`src/hw/rtl/assert_macros.svh`:
```
// Assertion macros shared by the frame buffer RTL.
// No dependencies; define ASSERT_OFF to compile the checks out.
`ifndef ASSERT_MACROS_SVH
`define ASSERT_MACROS_SVH
`ifndef ASSERT_OFF
// check on every clock edge outside reset
`define ASSERT_CLK(label, clk, rst_n, prop, msg) \
  label: assert property (@(posedge clk) disable iff (!rst_n) prop) else $error(msg);
// check on every clock edge, reset included
`define ASSERT_CLK_ALWAYS(label, clk, prop, msg) \
  label: assert property (@(posedge clk) prop) else $error(msg);
`else
`define ASSERT_CLK(label, clk, rst_n, prop, msg)
`define ASSERT_CLK_ALWAYS(label, clk, prop, msg)
`endif
`endif

```
`src/hw/rtl/lrpf_pkg.sv`:
```
// Shared constants, codes and control types of the page frame buffer.
// No dependencies; used by lrpf_ctrl, lrpf_dp and the top level.
package lrpf_pkg;

  localparam int SCREEN_WIDTH  = 128;
  localparam int SCREEN_HEIGHT = 128;
  localparam int PAGE_ROWS     = 8;
  localparam int PAGE_COUNT    = (SCREEN_HEIGHT + PAGE_ROWS - 1) / PAGE_ROWS;
  localparam int STORE_BYTES   = PAGE_COUNT * SCREEN_WIDTH;
  localparam int ADDR_W        = $clog2(STORE_BYTES);
  localparam int PAGE_W        = (PAGE_COUNT > 1) ? $clog2(PAGE_COUNT) : 1;
  localparam int COL_W         = $clog2(SCREEN_WIDTH);
  localparam int COORD_W       = 8;
  localparam int ERR_W         = COORD_W + 2;
  localparam int BYTE_W        = 8;
  localparam int DIRTY_W       = 7;
  localparam int ROW_BIT_W     = $clog2(PAGE_ROWS);

  typedef enum logic [1:0] {
    OP_DRAW  = 2'd0,
    OP_READ  = 2'd1,
    OP_FLUSH = 2'd2,
    OP_CLEAR = 2'd3
  } op_t;

  typedef enum logic [2:0] {
    ST_INIT,
    ST_IDLE,
    ST_DECODE,
    ST_PIX_RD,
    ST_PIX_WR,
    ST_BYTE,
    ST_CLEAR
  } state_t;

  typedef enum logic [1:0] {
    RES_OK,
    RES_BAD,
    RES_BYTE,
    RES_PAGE
  } res_sel_t;

  typedef struct packed {
    logic     load;
    logic     step;
    logic     rd_px;
    logic     rd_byte;
    logic     wr_px;
    logic     sweep_wr;
    logic     tab_fill;
    logic     tab_flush;
    logic     res_load;
    res_sel_t res_sel;
  } cmd_t;

  typedef struct packed {
    op_t  op;
    logic bad;
    logic line_done;
    logic sweep_last;
  } stat_t;

endpackage

```
`src/hw/rtl/lrpf_ctrl.sv`:
```
// Sequencer of the page frame buffer: decodes commands and steps the datapath.
// Depends on lrpf_pkg.
module lrpf_ctrl (
  input  logic            clk,
  input  logic            rst_n,
  input  logic            start,
  input  lrpf_pkg::stat_t stat,
  output lrpf_pkg::cmd_t  cmd,
  output logic            busy
);
  import lrpf_pkg::*;

  state_t state_r, state_nxt;

  always_ff @(posedge clk) begin
    if (!rst_n) begin
      state_r <= ST_INIT;
    end else begin
      state_r <= state_nxt;
    end
  end

  always_comb begin
    state_nxt   = state_r;
    cmd         = '0;
    cmd.res_sel = RES_OK;
    busy        = 1'b1;
    unique case (state_r)
      ST_INIT: begin
        cmd.sweep_wr = 1'b1;
        if (stat.sweep_last) state_nxt = ST_IDLE;
      end
      ST_IDLE: begin
        busy = 1'b0;
        if (start) begin
          cmd.load  = 1'b1;
          state_nxt = ST_DECODE;
        end
      end
      ST_DECODE: begin
        if (stat.bad) begin
          cmd.res_load = 1'b1;
          cmd.res_sel  = RES_BAD;
          state_nxt    = ST_IDLE;
        end else begin
          unique case (stat.op)
            OP_DRAW: state_nxt = ST_PIX_RD;
            OP_READ: begin
              cmd.rd_byte = 1'b1;
              state_nxt   = ST_BYTE;
            end
            OP_FLUSH: begin
              cmd.tab_flush = 1'b1;
              cmd.res_load  = 1'b1;
              cmd.res_sel   = RES_PAGE;
              state_nxt     = ST_IDLE;
            end
            OP_CLEAR: begin
              cmd.tab_fill = 1'b1;
              state_nxt    = ST_CLEAR;
            end
            default: state_nxt = ST_IDLE;
          endcase
        end
      end
      ST_PIX_RD: begin
        cmd.rd_px = 1'b1;
        state_nxt = ST_PIX_WR;
      end
      ST_PIX_WR: begin
        cmd.wr_px = 1'b1;
        if (stat.line_done) begin
          cmd.res_load = 1'b1;
          state_nxt    = ST_IDLE;
        end else begin
          cmd.step  = 1'b1;
          state_nxt = ST_PIX_RD;
        end
      end
      ST_BYTE: begin
        cmd.res_load = 1'b1;
        cmd.res_sel  = RES_BYTE;
        state_nxt    = ST_IDLE;
      end
      ST_CLEAR: begin
        cmd.sweep_wr = 1'b1;
        if (stat.sweep_last) begin
          cmd.res_load = 1'b1;
          state_nxt    = ST_IDLE;
        end
      end
      default: state_nxt = ST_INIT;
    endcase
  end

endmodule

```
`config.mk`:
```
export PLATFORM = sky130hd
export DESIGN_NAME = lrpf_ctrl
export DESIGN_NICKNAME = d
export VERILOG_FILES = /design/src/hw/rtl/assert_macros.svh /design/src/hw/rtl/lrpf_pkg.sv /design/src/hw/rtl/lrpf_ctrl.sv
export SDC_FILE = /design/constraint.sdc
export NUM_CORES = 1
export LEC_CHECK = 0
export ABC_AREA = 1
export BUFFER_PORTS_ARGS = -buffer_cell sky130_fd_sc_hd__buf_4
export CAP_MARGIN = 10
export CORE_MARGIN = 4
export CORE_UTILIZATION = 25
export DETAILED_ROUTE_END_ITERATION = 8
export PLACE_DENSITY_LB_ADDON = 0.3
export SYNTH_ARGS = -nofsm -noshare
export SYNTH_HDL_FRONTEND = slang
export SYNTH_SLANG_ARGS = --single-unit
```
`constraint.sdc`:
```
create_clock -name clk -period 1.1 [get_ports clk]
set_input_delay 0.22 -clock clk [delete_from_list [all_inputs] [get_ports clk]]
set_output_delay 0.22 -clock clk [all_outputs]
set_load 0.01 [all_outputs]
```
## Yosys cells after proc, flatten, opt, wreduce, memory -nomap -nowiden

Index checks and enable logic that the tools add are counted.

| word-level totals | value |
|---|---|
| register bits | 3 |
| output and inout port bits | 12 |
| word-level logic and storage cells | 42 |

| operators by class | value |
|---|---|
| reductions and logical operators | 4 |
| equal/unequal tests | 11 |
| mux-type cells | 26 |

Operator list:

| kind | number |
|---|---|
| 3-bit one-hot mux with 6 select lines | 1 |
| 1-bit two-way mux | 14 |
| 3-bit two-way mux | 4 |
| 3-bit one-hot mux with 4 select lines | 1 |
| 3-bit == test (second input constant) | 3 |
| 3-bit by 2-bit == test with 1-bit output (second input constant) | 2 |
| 2-bit two-way mux | 3 |
| 2-bit == test (second input constant) | 2 |
| 4-bit two-way mux | 1 |
| 1-bit one-hot mux with 4 select lines | 1 |
| 2-bit one-hot mux with 2 select lines | 1 |
| 3-bit by 1-bit == test with 1-bit output (second input constant) | 1 |
| 3-bit logical NOT | 1 |
| 2-bit by 1-bit == test with 1-bit output (second input constant) | 1 |
| 2-bit logical NOT | 1 |
| 2-bit by 1-bit != test with 1-bit output (second input constant) | 1 |
| 2-bit != test (second input constant) | 1 |
| 2-bit AND reduction | 1 |
| 2-bit OR reduction | 1 |

## Logic depth before layout (Yosys ltp)

Gate-level depths: netlist of run 1.

| logic depth | value |
|---|---|
| word-level depth | 4 |
| mapped depth | 9 |
| gate-level depth less buffers | 8 |

## Worst setup path before layout of run 1

Ideal clock, no wire load.

| timing | value |
|---|---|
| path type | flip-flop to output port |
| start | register state_r[0] |
| end | output port cmd[1] (netlist name) |
| arrival time | 0.925 ns |
| data required time | 0.880 ns |
| stages on the path, launching flop included | 7 |
| slack | -0.045 ns |
| cell sequence | dfxtp_1 > buf_6 > inv_4 > nand2_1 > nor2_2 > nand2_1 > o21ai_1 |

RTL lines:

| item | RTL line | source |
|---|---|---|
| from (decl) | lrpf_ctrl.sv:13 | `state_t state_r, state_nxt;` |
| from (signal assigned) | lrpf_ctrl.sv:19 | `state_r <= state_nxt;` |
| to (decl) | lrpf_ctrl.sv:8 | `output lrpf_pkg::cmd_t cmd,` |

==> summary.md, run 1 <==
| Metric | Value |
|---|---|
| CORE AREA | 1489 sq um |
| Synth warn | 0 |
| ANT cells | 0 |
| Final setup viols | 13 |
| CTS tree | done |
| LEAKAGE | 0.4177 nW |
| Max incr delay on CP | 390 ps |
| Global route overflow | 0 |
| CTS sink count | 3 |
| Failing checks | negative setup slack |
| Arrival @ worst endpoint | 1150 ps |
| Cell family with most CP delay | flip-flops |
| Synth cell types | 18 |
| Final setup margin | -268.6 ps |
| Placed Instances | 110 |
| Maxcap violations | 0 |
| Post-route insts no fill | 117 |
| Final worst path period share | 124.4% |
| Die H | 47.64 um |
| Skew final | 0.5938 ps |
| Pwr per Cell Area | 1316 nW/um^2 |
| Setup slack at placement | -192.0 ps |
| Clk_lat worst skew | 230 ps |
| Critical path class | reg -> out |
| Mapped Area | 392.9 sq um |
| Final HPWL DP | 886.7 um |
| Final core occ | 49.50% |
| CTS clock-pin slew for the worst setup and hold paths | 30 ps |
| Tot GR Track Use | 10.71% |
| R2R depth | 9 |
| First-pass GRT wire length | 1.738 mm |
| Worst Path Buf+Inv | 1 |
| Met3 Wirelength | 71 um |
| Htree depth | 1 |
| Number of flip-flops under the largest register name | 3 |
| Routed WL per cell | 9.752 um |
| Least-Margin Pin Slew | 201.9 ps |
| Crit-path cells | nand2_4 -> nor2_4 -> o21ai_2 -> o211ai_1 -> buf_4 |
| Seq/Total Area, Yosys | 15.29% |
| Fin crit period | 1369 ps |
| Fmax | 730.7 MHz |
| CP Launch Point | state_r[1] |
| CP Launch Type | flip-flop |
| R2R setup slack | -40 ps |
| Standard-cell rows | 14 |
| CP Capture Point | cmd[2] |
| Routed met2 length | 587 um |
| Synth Instances | 67 |
| Unrepaired setup endpoints after global routing | true |
| Area growth from synthesis to final layout | 87.58% |
| I/O pin cnt | 20 |
| R2r endpoint | state_r[1] |
| Vias in the first global route | 454 |
| Synthesized flop and latch total | 3 |
| GPL Wtd Cong | 0.7522 |
| Num CTS Buffers | 3 |
| Reg with most FFs | state_r |
| Maximum clock path buffer count | 2 |
| Total die area | 2270 sq um |
| TritonRoute pass-1 iters | 4 |
| Setup TNS | -2747 ps |
| Pins Over Slew Limit | 0 |
| Avg Cell Area, Syn | 5.864 sq um |
| WL met1 | 483 um |
| Layout Nets | 113 |
| Post-synth top area share | 15.29% |
| Chip width | 47.64 um |
| Status | complete, but fails checks |
| Starting Density | 26.39% |
| Worst Hold Class | in -> reg |
| DR top layer | met3 |
| Via count | 522 |
| Port Buffers | 19 |
| Data required, critical path | 880 ps |
| # DRC | 0 |
| ANT nets after route | 0 |
| Worst VDD drop | 0.6009 mV |
| Reg2reg start | state_r[0] |
| Worst slew margin | 86.40% |
| Initial antenna violation count | 0 |
| Crit end category | primary output |
| Share of cells above drive strength 1 | 54.46% |
| Final wirelength | 1.141 mm |
| Root Buffer | clkbuf_4 |
| Largest net degree at the start of global routing | 9 |
| Area leader, netlist | dfxtp_1 |
| Top flop regs | state_r x3 |
| CP Depth | 5 |
| Synth top area cells | dfxtp_1, inv_1, nand2_1 |
| Initial DRC count | 5 |
| Post-Syn Nets | 78 |
| CP max-delay cell | dfxtp_4 |
| Final hold vios | 0 |
| Worst-path maximum fanout | 7 |
| Via density | 4.462 |
layout by cell type, fill, tap and decap left out, drive strengths merged:
master  count
inv        17
ha          3
nor2       10
o211ai      1
a21boi      1
nand3       7
nand4       3
nand2      15
nor3        1
dfxtp       3
o21ai       4
buf        32
clkbuf      4
tightest hold or removal path, stage by stage:
cell	delay (ps)
buf_4	90
nand2_1	50
inv_1	40
synth_stat cells (all sizes together):
master   n
buf      2
ha       3
o21ai    4
inv     17
nor2    10
nor3     1
a21boi   1
nand4    3
o211ai   1
nand3    7
nand2   15
dfxtp    3
metal layers:
metal	vias to the layer above	GRT usage [%]
met3	0	3.383
li1	275	-
met2	14	17.91
met4	0	3.226
met1	233	13.08
met5	-	0
area by class of cell:
cell class	count	area (sq um)
inverters	17	68.82
flip-flops and latches	3	68.82
fillers	150	752.0
repair buffers	32	259.0
well taps	16	20.02
multi-input cells	45	294.0
clock buffers	4	26.28
cell families (layout without fill, tap and decap cells):
| family | after synthesis | count (layout) | share of synthesized area (%) |
|---|---|---|---|
| compound gates | 6 | 6 | 8.916 |
| flops | 3 | 3 | 15.29 |
| fa+ha+maj | 3 | 3 | 9.555 |
| simple gates | 36 | 36 | 42.67 |
| buf+inv | 19 | 53 | 23.56 |
through the flow:
step / cell area (sq um) / total power, mW / hold slack (ps)
final: 737.0 / 0.9697 / 195.6
after global routing: 737.0 / 1.065 / 206.9
after CTS: 701.9 / 0.9217 / 184.1
after detailed placement: 625.6 / 0.6741 / 427.7
after global placement: 625.6 / 0.6717 / 424.4
after floorplan: 414.1 / 0.4820 / 317.6
report_power, final:
| group | switching, mW | internal [mW] |
|---|---|---|
| clock network | 0.0523 | 0.136 |
| registers | 0.0418 | 0.140 |
| logic | 0.297 | 0.303 |
worst min-delay path by stage:
stage	start	to	slack (ps)	cells past startpoint
floorplan	rst_n	state_r[2]	320	2
global placement	rst_n	state_r[2]	420	3
detailed placement	rst_n	state_r[2]	430	3
CTS	rst_n	state_r[2]	180	3
global route	rst_n	state_r[2]	210	3
finish	rst_n	state_r[2]	200	3
what timing repair did:
action	4_1_cts	5_1_grt
buffers inserted	3	2
endpoints found under the setup margin	14	14
gates cloned	0	0
hold buffers	0	0
pin swaps	7	4
resized for setup	11	8
(Power assumes the default switching activity.)
==> run 2: changes to the inputs <==
--- a/config.mk
+++ b/config.mk
@@ -5,12 +5,12 @@
 export SDC_FILE = /design/constraint.sdc
 export NUM_CORES = 1
 export LEC_CHECK = 0
-export ABC_AREA = 1
 export BUFFER_PORTS_ARGS = -buffer_cell sky130_fd_sc_hd__buf_4
 export CAP_MARGIN = 10
 export CORE_MARGIN = 4
 export CORE_UTILIZATION = 25
 export DETAILED_ROUTE_END_ITERATION = 8
+export HOLD_SLACK_MARGIN = 0.15
 export PLACE_DENSITY_LB_ADDON = 0.3
 export SYNTH_ARGS = -nofsm -noshare
 export SYNTH_HDL_FRONTEND = slang
==> run 2 against run 1 <==
Effect of this change:
- critical path type unchanged
- total power rose by 59%
- clock skew barely moved
- die area fell by 4.5%
- the flow still finishes with violations (negative setup slack)
- flip-flop and latch count did not move
- combinational power rose by 90%
- sequential power rose by 19%
- core utilization rose by 12 points
- critical endpoint is now cmd[1]
==> summary.md, run 2 <==
| Metric | Value |
|---|---|
| Status | complete, but fails checks (unchanged) |
| Failing checks | negative setup slack (unchanged) |
| Synth cell types | 25 (was 18) |
| Via density | 4.917 (was 4.462) |
| Tot GR Track Use | 10.80% (was 10.71%) |
| Starting Density | 27.53% (was 26.39%) |
| Multi-input combinational cell area | 386.6 sq um (was 294.0 sq um) |
| Arrival @ worst endpoint | 1300 ps (was 1150 ps) |
| LEAKAGE | 0.3907 nW (was 0.4177 nW) |
| Largest family of logic cells by synthesized area | simple AND/OR/NAND/NOR gates (unchanged) |
| GPL Wtd Cong | 0.7031 (was 0.7522) |
| Post-Synth Simple-Gate Area | 44.11% (was 42.68%) |
| Port Buffers | 19 (unchanged) |
| Unrepaired setup endpoints after global routing | true (unchanged) |
| Synthesized flop and latch total | 3 (unchanged) |
| Most frequent cell after synthesis | nor2b_1 (was inv_1) |
| Least-Margin Pin Slew | 362.7 ps (was 201.9 ps) |
| CTS sink count | 3 (unchanged) |
| Post-Syn Nets | 55 (was 78) |
| Total die area | 2167 sq um (was 2270 sq um) |
| Clk_lat worst skew | 230 ps (about the same) |
| CTS clock-pin slew for the worst setup and hold paths | 40 ps (was 30 ps) |
| R2r endpoint | state_r[0] (was state_r[1]) |
| Mapped Area | 371.6 sq um (was 392.9 sq um) |
| Worst-path maximum fanout | 4 (was 7) |
| Synth warn | 0 (unchanged) |
| CORE AREA | 1350 sq um (was 1489 sq um) |
| Layout Nets | 93 (was 113) |
| I/O pin cnt | 20 (unchanged) |
| Busiest grt layer | met2 (unchanged) |
| Global routing met3 resource utilization | 1.172% (was 3.383%) |
| CP max-delay cell | dfxtp_4 (unchanged) |
| Setup slack at placement | -218.6 ps (was -192.0 ps) |
| Die H | 46.56 um (was 47.64 um) |
| R2R setup slack | -190 ps (was -40 ps) |
| Final setup margin | -415.6 ps (was -268.6 ps) |
| Total power | 1.546 mW (was 969.7 uW) |
| Commonest non-fill, non-tap cell in the layout | buf_4 (unchanged) |
| Reg2reg start | state_r[2] (was state_r[0]) |
| Final setup viols | 15 (was 13) |
| Data required, critical path | 880 ps (about the same) |
| Synth Area in XOR/XNOR | 0% (unchanged) |
| Pwr per Cell Area | 1861 nW/um^2 (was 1316 nW/um^2) |
| Maxcap violations | 0 (unchanged) |
| Post-synth EDFFs | 0 (unchanged) |
| Pins Over Slew Limit | 0 (unchanged) |
| Worst Path Buf+Inv | 1 (unchanged) |
| Reg with most FFs | state_r (unchanged) |
| Num CTS Buffers | 3 (unchanged) |
| Initial DRC count | 1 (was 5) |
| Hold slack final | 248.1 ps (was 195.6 ps) |
| Area growth from synthesis to final layout | 123.6% (was 87.58%) |
| # DRC | 0 (unchanged) |
| Mux share of post-synthesis cell area | 2.694% (was 0%) |
| Sequential cell area | 68.82 sq um (unchanged) |
| Skew final | 0.6316 ps (was 0.5938 ps) |
| Worst Hold Class | in -> reg (unchanged) |
| CTS tree | done (unchanged) |
| Post-synth top area share | 16.16% (was 15.29%) |
| Hold depth | 3 (unchanged) |
| Met1 usage | 12.59% (was 13.08%) |
| Worst VDD drop | 0.5735 mV (was 0.6009 mV) |
| ANT nets after route | 0 (unchanged) |
| Most frequent cells in the layout | buf_4, buf_6, nor2b_1 (was buf_4, inv_1, nand2_1) |
| Avg Cell Area, Syn | 8.446 sq um (was 5.864 sq um) |
| Cell family with most CP delay | simple AND/OR/NAND/NOR gates (was flip-flops) |
| Largest net degree at the start of global routing | 6 (was 9) |
| GR Util met2 | 20.05% (was 17.91%) |
| Area leader, netlist | dfxtp_1 (unchanged) |
| Initial antenna violation count | 0 (unchanged) |
| Crit end category | primary output (unchanged) |
| Seq/Total Area, Yosys | 16.16% (was 15.29%) |
| Standard-cell rows | 13 (was 14) |
| Global route overflow | 0 (unchanged) |
| Max incr delay on CP | 360 ps (was 390 ps) |
| Synth top area cells | dfxtp_1, ha_1, nor2b_1 (was dfxtp_1, inv_1, nand2_1) |
| Final worst path period share | 137.8% (was 124.4%) |
| TritonRoute pass-1 iters | 2 (was 4) |
| Via count | 472 (was 522) |
| Worst slew margin | 75.50% (was 86.40%) |
| Synth Area in Compound Gates | 22.22% (was 8.917%) |
| ANT cells | 0 (unchanged) |
| Crit-path cells | nor4b_4 -> and2_4 -> a21o_1 -> buf_6 (was nand2_4 -> nor2_4 -> o21ai_2 -> o211ai_1 -> buf_4) |
| Top flop regs | state_r x3 (unchanged) |
| Share of cells above drive strength 1 | 71.60% (was 54.46%) |
| CP Launch Type | flip-flop (unchanged) |
| Post-Synth Adder-Cell Area | 10.10% (was 9.554%) |
| Fin crit period | 1516 ps (was 1369 ps) |
| Final HPWL DP | 826 um (was 886.7 um) |
| Htree depth | 1 (unchanged) |
| Synth Flop Type | dfxtp_1 (unchanged) |
| Setup TNS | -4310 ps (was -2747 ps) |
| Fmax | 659.8 MHz (was 730.7 MHz) |
| Critical path class | reg -> out (unchanged) |
| Worst Min Path Start | rst_n (unchanged) |
| Number of flip-flops under the largest register name | 3 (unchanged) |
| Root Buffer | clkbuf_4 (unchanged) |
| First-pass GRT wire length | 1.752 mm (was 1.738 mm) |
| Final wirelength | 1.224 mm (was 1.141 mm) |
| Vias in the first global route | 435 (was 454) |
| Cts hold-fix bufs | 0 (unchanged) |
| Routed WL per cell | 12.75 um (was 9.752 um) |
| Synth Instances | 44 (was 67) |
| Fillcell total | 104 (was 150) |
| Maximum clock path buffer count | 2 (unchanged) |
| Chip width | 46.56 um (was 47.64 um) |
| Worst Hold Endpoint | state_r[0] (was state_r[2]) |
| Post-synth ARST share | 0% (unchanged) |
| R2R depth | 6 (was 9) |
| Top post-synthesis cells by count | nor2b_1, a21oi_1 (was inv_1, nand2_1, nor2_1, nand3_1) |
| Final hold vios | 0 (unchanged) |
run 2: kinds of logic after synthesis:
kind of cell	Yosys count
AOI/OAI and AO/OA	12
adders and majority gates	3
buffers and inverters	4
DFF	3
muxes	1
and+or+nand+nor	21
run 2: power by group:
part           switching, mW  internal (mW)
logic                  0.459          0.677
clock network         0.0579          0.136
registers             0.0601          0.156
run 2: worst max path at each step:
stage,start,endpoint,slack (ps),depth (start not counted)
floorplan,state_r[2],cmd[1],-100,3
global placement,state_r[0],cmd[1],-220,4
detailed placement,state_r[0],cmd[1],-220,4
CTS,state_r[2],cmd[1],-420,4
global route,state_r[0],cmd[1],-490,4
finish,state_r[0],cmd[1],-420,4
run 2: per-stage QoR:
step / instance area [sq um] / util, % / std cells
after global routing: 830.8 / 61.54 / 96
final: 830.8 / 61.54 / 96
after floorplan: 399.1 / - / 44
after detailed placement: 596.8 / 44.21 / 83
after global placement: 596.8 / 44.21 / 83
after CTS: 703.2 / 52.09 / 92
run 2: tightest hold or removal path, delay by kind of cell:
kind                   cells  cell delay (ps)
buffers and inverters      1              110
AO/OA/AOI/OAI              2              110
run 2: area by class of cell:
cell class	count	area share [%]
Multi-Input combinational cell	37	46.54
Timing Repair Buffer	35	38.86
Sequential cell	3	8.283
Clock buffer	4	3.163
Tap cell	15	2.259
Inverter	2	0.9036
run 2: per-layer routing:
layer	part of all wire, %	wire length [um]	vias to the layer above
met1	37	458	223
met3	6.0	74	0
li1	-	-	236
met4	0	0	0
met2	56	691	13
met5	0	0	-
run 2: timing repair:
| action | 4_1_cts | 5_1_grt |
|---|---|---|
| resized for setup | 11 | 23 |
| endpoints found under the setup margin | 15 | 15 |
| setup buffers | 5 | 4 |
| pin swaps | 6 | 7 |
==> run 3: changes to the inputs <==
==> constraint.sdc (replaced) <==
create_clock -name clk -period 1.1 [get_ports clk]
set_input_delay 0 -clock clk [delete_from_list [all_inputs] [get_ports clk]]
set_output_delay 0 -clock clk [all_outputs]
set_load 0.01 [all_outputs]
==> run 3 against run 2 <==
Effect of this change:
- the flow still finishes with violations (negative setup slack)
- routed wire length rose by 1.9%
- final area up 0.75%
- via count is 2.1% higher
- clock power decreased by 4%
- worst setup slack better by 150 ps
- first-iteration DRC count unchanged
- critical path type unchanged
- critical endpoint is now cmd[7]
- largest cell class unchanged
- highest routed layer unchanged
==> summary.md, run 3 (synthesis gave the netlist of run 2 again) <==
| Metric | Value |
|---|---|
| Final instance area | 837.1 sq um (was 830.8 sq um) |
| Port Buffers | 19 (unchanged) |
| Number of flip-flops under the largest register name | 3 (unchanged) |
| CTS sink count | 3 (unchanged) |
| Die H | 46.56 um (unchanged) |
| Failing checks | negative setup slack (unchanged) |
| CTS clock-pin slew for the worst setup and hold paths | 40 ps (about the same) |
| Fillcell total | 123 (was 104) |
| Total die area | 2167 sq um (unchanged) |
| P_sw | 525.0 uW (was 577.1 uW) |
| Worst Hold Class | in -> reg (unchanged) |
| Global route overflow | 0 (unchanged) |
| Root Buffer | clkbuf_4 (unchanged) |
| Switching Fraction | 36.25% (was 37.33%) |
| Reg2reg start | state_r[0] (was state_r[2]) |
| DP Area | 590.6 sq um (was 596.8 sq um) |
| Status | complete, but fails checks (unchanged) |
| Unrepaired setup endpoints after global routing | true (unchanged) |
| Sequential cell area | 68.82 sq um (unchanged) |
| Htree depth | 1 (unchanged) |
| Commonest non-fill, non-tap cell in the layout | buf_4 (unchanged) |
| Initial DRC count | 1 (unchanged) |
| Placed Instances | 84 (was 83) |
| Setup TNS | -2138 ps (was -4310 ps) |
| Skew final | 0.5851 ps (was 0.6316 ps) |
| Clock power frac | 12.8% (was 12.5%) |
| CP Launch Type | flip-flop (unchanged) |
| Worst slew margin | 81.83% (was 75.50%) |
| I/O pin cnt | 20 (unchanged) |
| Tot GR Track Use | 13.34% (was 10.80%) |
| TritonRoute pass-1 iters | 2 (unchanged) |
| Via density | 4.772 (was 4.917) |
| Starting Density | 27.53% (unchanged) |
| Maxcap violations | 0 (unchanged) |
| Fin crit period | 1366 ps (was 1516 ps) |
| Share of cells above drive strength 1 | 70.93% (was 71.60%) |
| Most frequent cells in the layout | buf_4, buf_6, nor2b_1 (unchanged) |
| Comb power frac | 72.1% (was 73.5%) |
| Hold depth | 4 (was 3) |
| Fmax | 731.9 MHz (was 659.8 MHz) |
| Via count | 482 (was 472) |
| GPL Wtd Cong | 0.7481 (was 0.7031) |
| R2R depth | 6 (unchanged) |
| CORE AREA | 1350 sq um (unchanged) |
| Clk_lat worst skew | 220 ps (was 230 ps) |
| Num CTS Buffers | 3 (unchanged) |
| Worst Hold Endpoint | state_r[1] (was state_r[0]) |
| Pins Over Slew Limit | 0 (unchanged) |
| First-pass GRT wire length | 2.056 mm (was 1.752 mm) |
| Data required, critical path | 1100 ps (was 880 ps) |
| CTS tree | done (unchanged) |
| Post-route insts no fill | 101 (was 96) |
| ANT nets after route | 0 (unchanged) |
| Top flop regs | state_r x3 (unchanged) |
| Final hold vios | 0 (unchanged) |
| Area growth from synthesis to final layout | 125.3% (was 123.6%) |
| Crit end category | primary output (unchanged) |
| Final HPWL DP | 837.8 um (was 826 um) |
| Critical path class | reg -> out (unchanged) |
| Internal power | 923.4 uW (was 968.8 uW) |
| Largest net degree at the start of global routing | 11 (was 6) |
| Chip width | 46.56 um (unchanged) |
| Hold slack final | 209.8 ps (was 248.1 ps) |
| Standard-cell rows | 13 (unchanged) |
| LEAKAGE | 0.4098 nW (was 0.3907 nW) |
| R2r endpoint | state_r[1] (was state_r[0]) |
| Worst VDD drop | 0.7861 mV (was 0.5735 mV) |
| Pwr per Cell Area | 1730 nW/um^2 (was 1861 nW/um^2) |
| # DRC | 0 (unchanged) |
| Maximum clock path buffer count | 2 (unchanged) |
| Worst Min Path Start | stat[4] (was rst_n) |
| Arrival @ worst endpoint | 1370 ps (was 1300 ps) |
| ANT cells | 0 (unchanged) |
| Final setup margin | -266.4 ps (was -415.6 ps) |
| Worst-path maximum fanout | 3 (was 4) |
| Vias in the first global route | 458 (was 435) |
| Register share of total power | 15.1% (was 14.0%) |
| Routed WL per cell | 12.35 um (was 12.75 um) |
| Final wirelength | 1.247 mm (was 1.224 mm) |
| Reg with most FFs | state_r (unchanged) |
| Layout Nets | 98 (was 93) |
| Final worst path period share | 124.2% (was 137.8%) |
| Final setup viols | 15 (unchanged) |
| R2R setup slack | -160 ps (was -190 ps) |
| Least-Margin Pin Slew | 271.4 ps (was 362.7 ps) |
| Multi-input combinational cell area | 369.1 sq um (was 386.6 sq um) |
| Initial antenna violation count | 0 (unchanged) |
## run 3: worst max-delay path, cell delays in order, from the launching register on
cell and delay [ps]:
dfxtp_2 330, buf_6 120, nor4b_4 310, buf_4 170, and2_4 130, buf_6 90
## run 3: final cells by class
cell class / count / area share (%)
inverter: 2 / 0.8969
clock buffer: 4 / 3.139
sequential: 3 / 8.221
multi-input combinational: 37 / 44.10
tap: 15 / 2.242
timing repair buffer: 40 / 41.41
## run 3: worst max-delay path by stage
stage | start | endpoint | slack [ps]
floorplan | state_r[1] | cmd[2] | -20
global placement | state_r[2] | state_r[0] | -60
detailed placement | state_r[2] | state_r[1] | -90
CTS | state_r[0] | cmd[1] | -220
global route | state_r[0] | cmd[1] | -330
finish | state_r[0] | cmd[7] | -270
## run 3: power by group through the flow
stage | logic [mW] | registers [mW] | clock network, mW
finish | 1.04 | 0.219 | 0.186
global placement | 0.661 | 0.197 | 0
floorplan | 0.364 | 0.182 | 0
CTS | 0.894 | 0.212 | 0.193
detailed placement | 0.662 | 0.200 | 0
global route | 1.12 | 0.225 | 0.199
## run 3: timing repair
item / CTS / global route
hold endpoints to repair: 3 / 0
pin swaps: 7 / 2
gates cloned: 0 / 0
setup buffers: 6 / 5
hold buffers: 2 / 0
setup endpoints to repair: 15 / 15
resized for setup: 23 / 8
## run 3: metrics by stage
stage                     utilization (%)  power (mW)  worst slack (ps)
after floorplan                         -      0.5458            -19.57
after global routing                62.00       1.546            -333.6
final                               62.00       1.448            -266.4
after detailed placement            43.74      0.8621            -91.26
after CTS                           56.81       1.299            -219.5
after global placement              43.74      0.8583            -61.21
## run 3: routing by layer
layer  track usage [%]  part of all wire, %  vias up
li1                  -                    -      247
met3             2.734                  7.1        0
met2             23.35                   52       12
met1             15.60                   40      223
met4             5.114                    0        0
met5                 0                    0        -
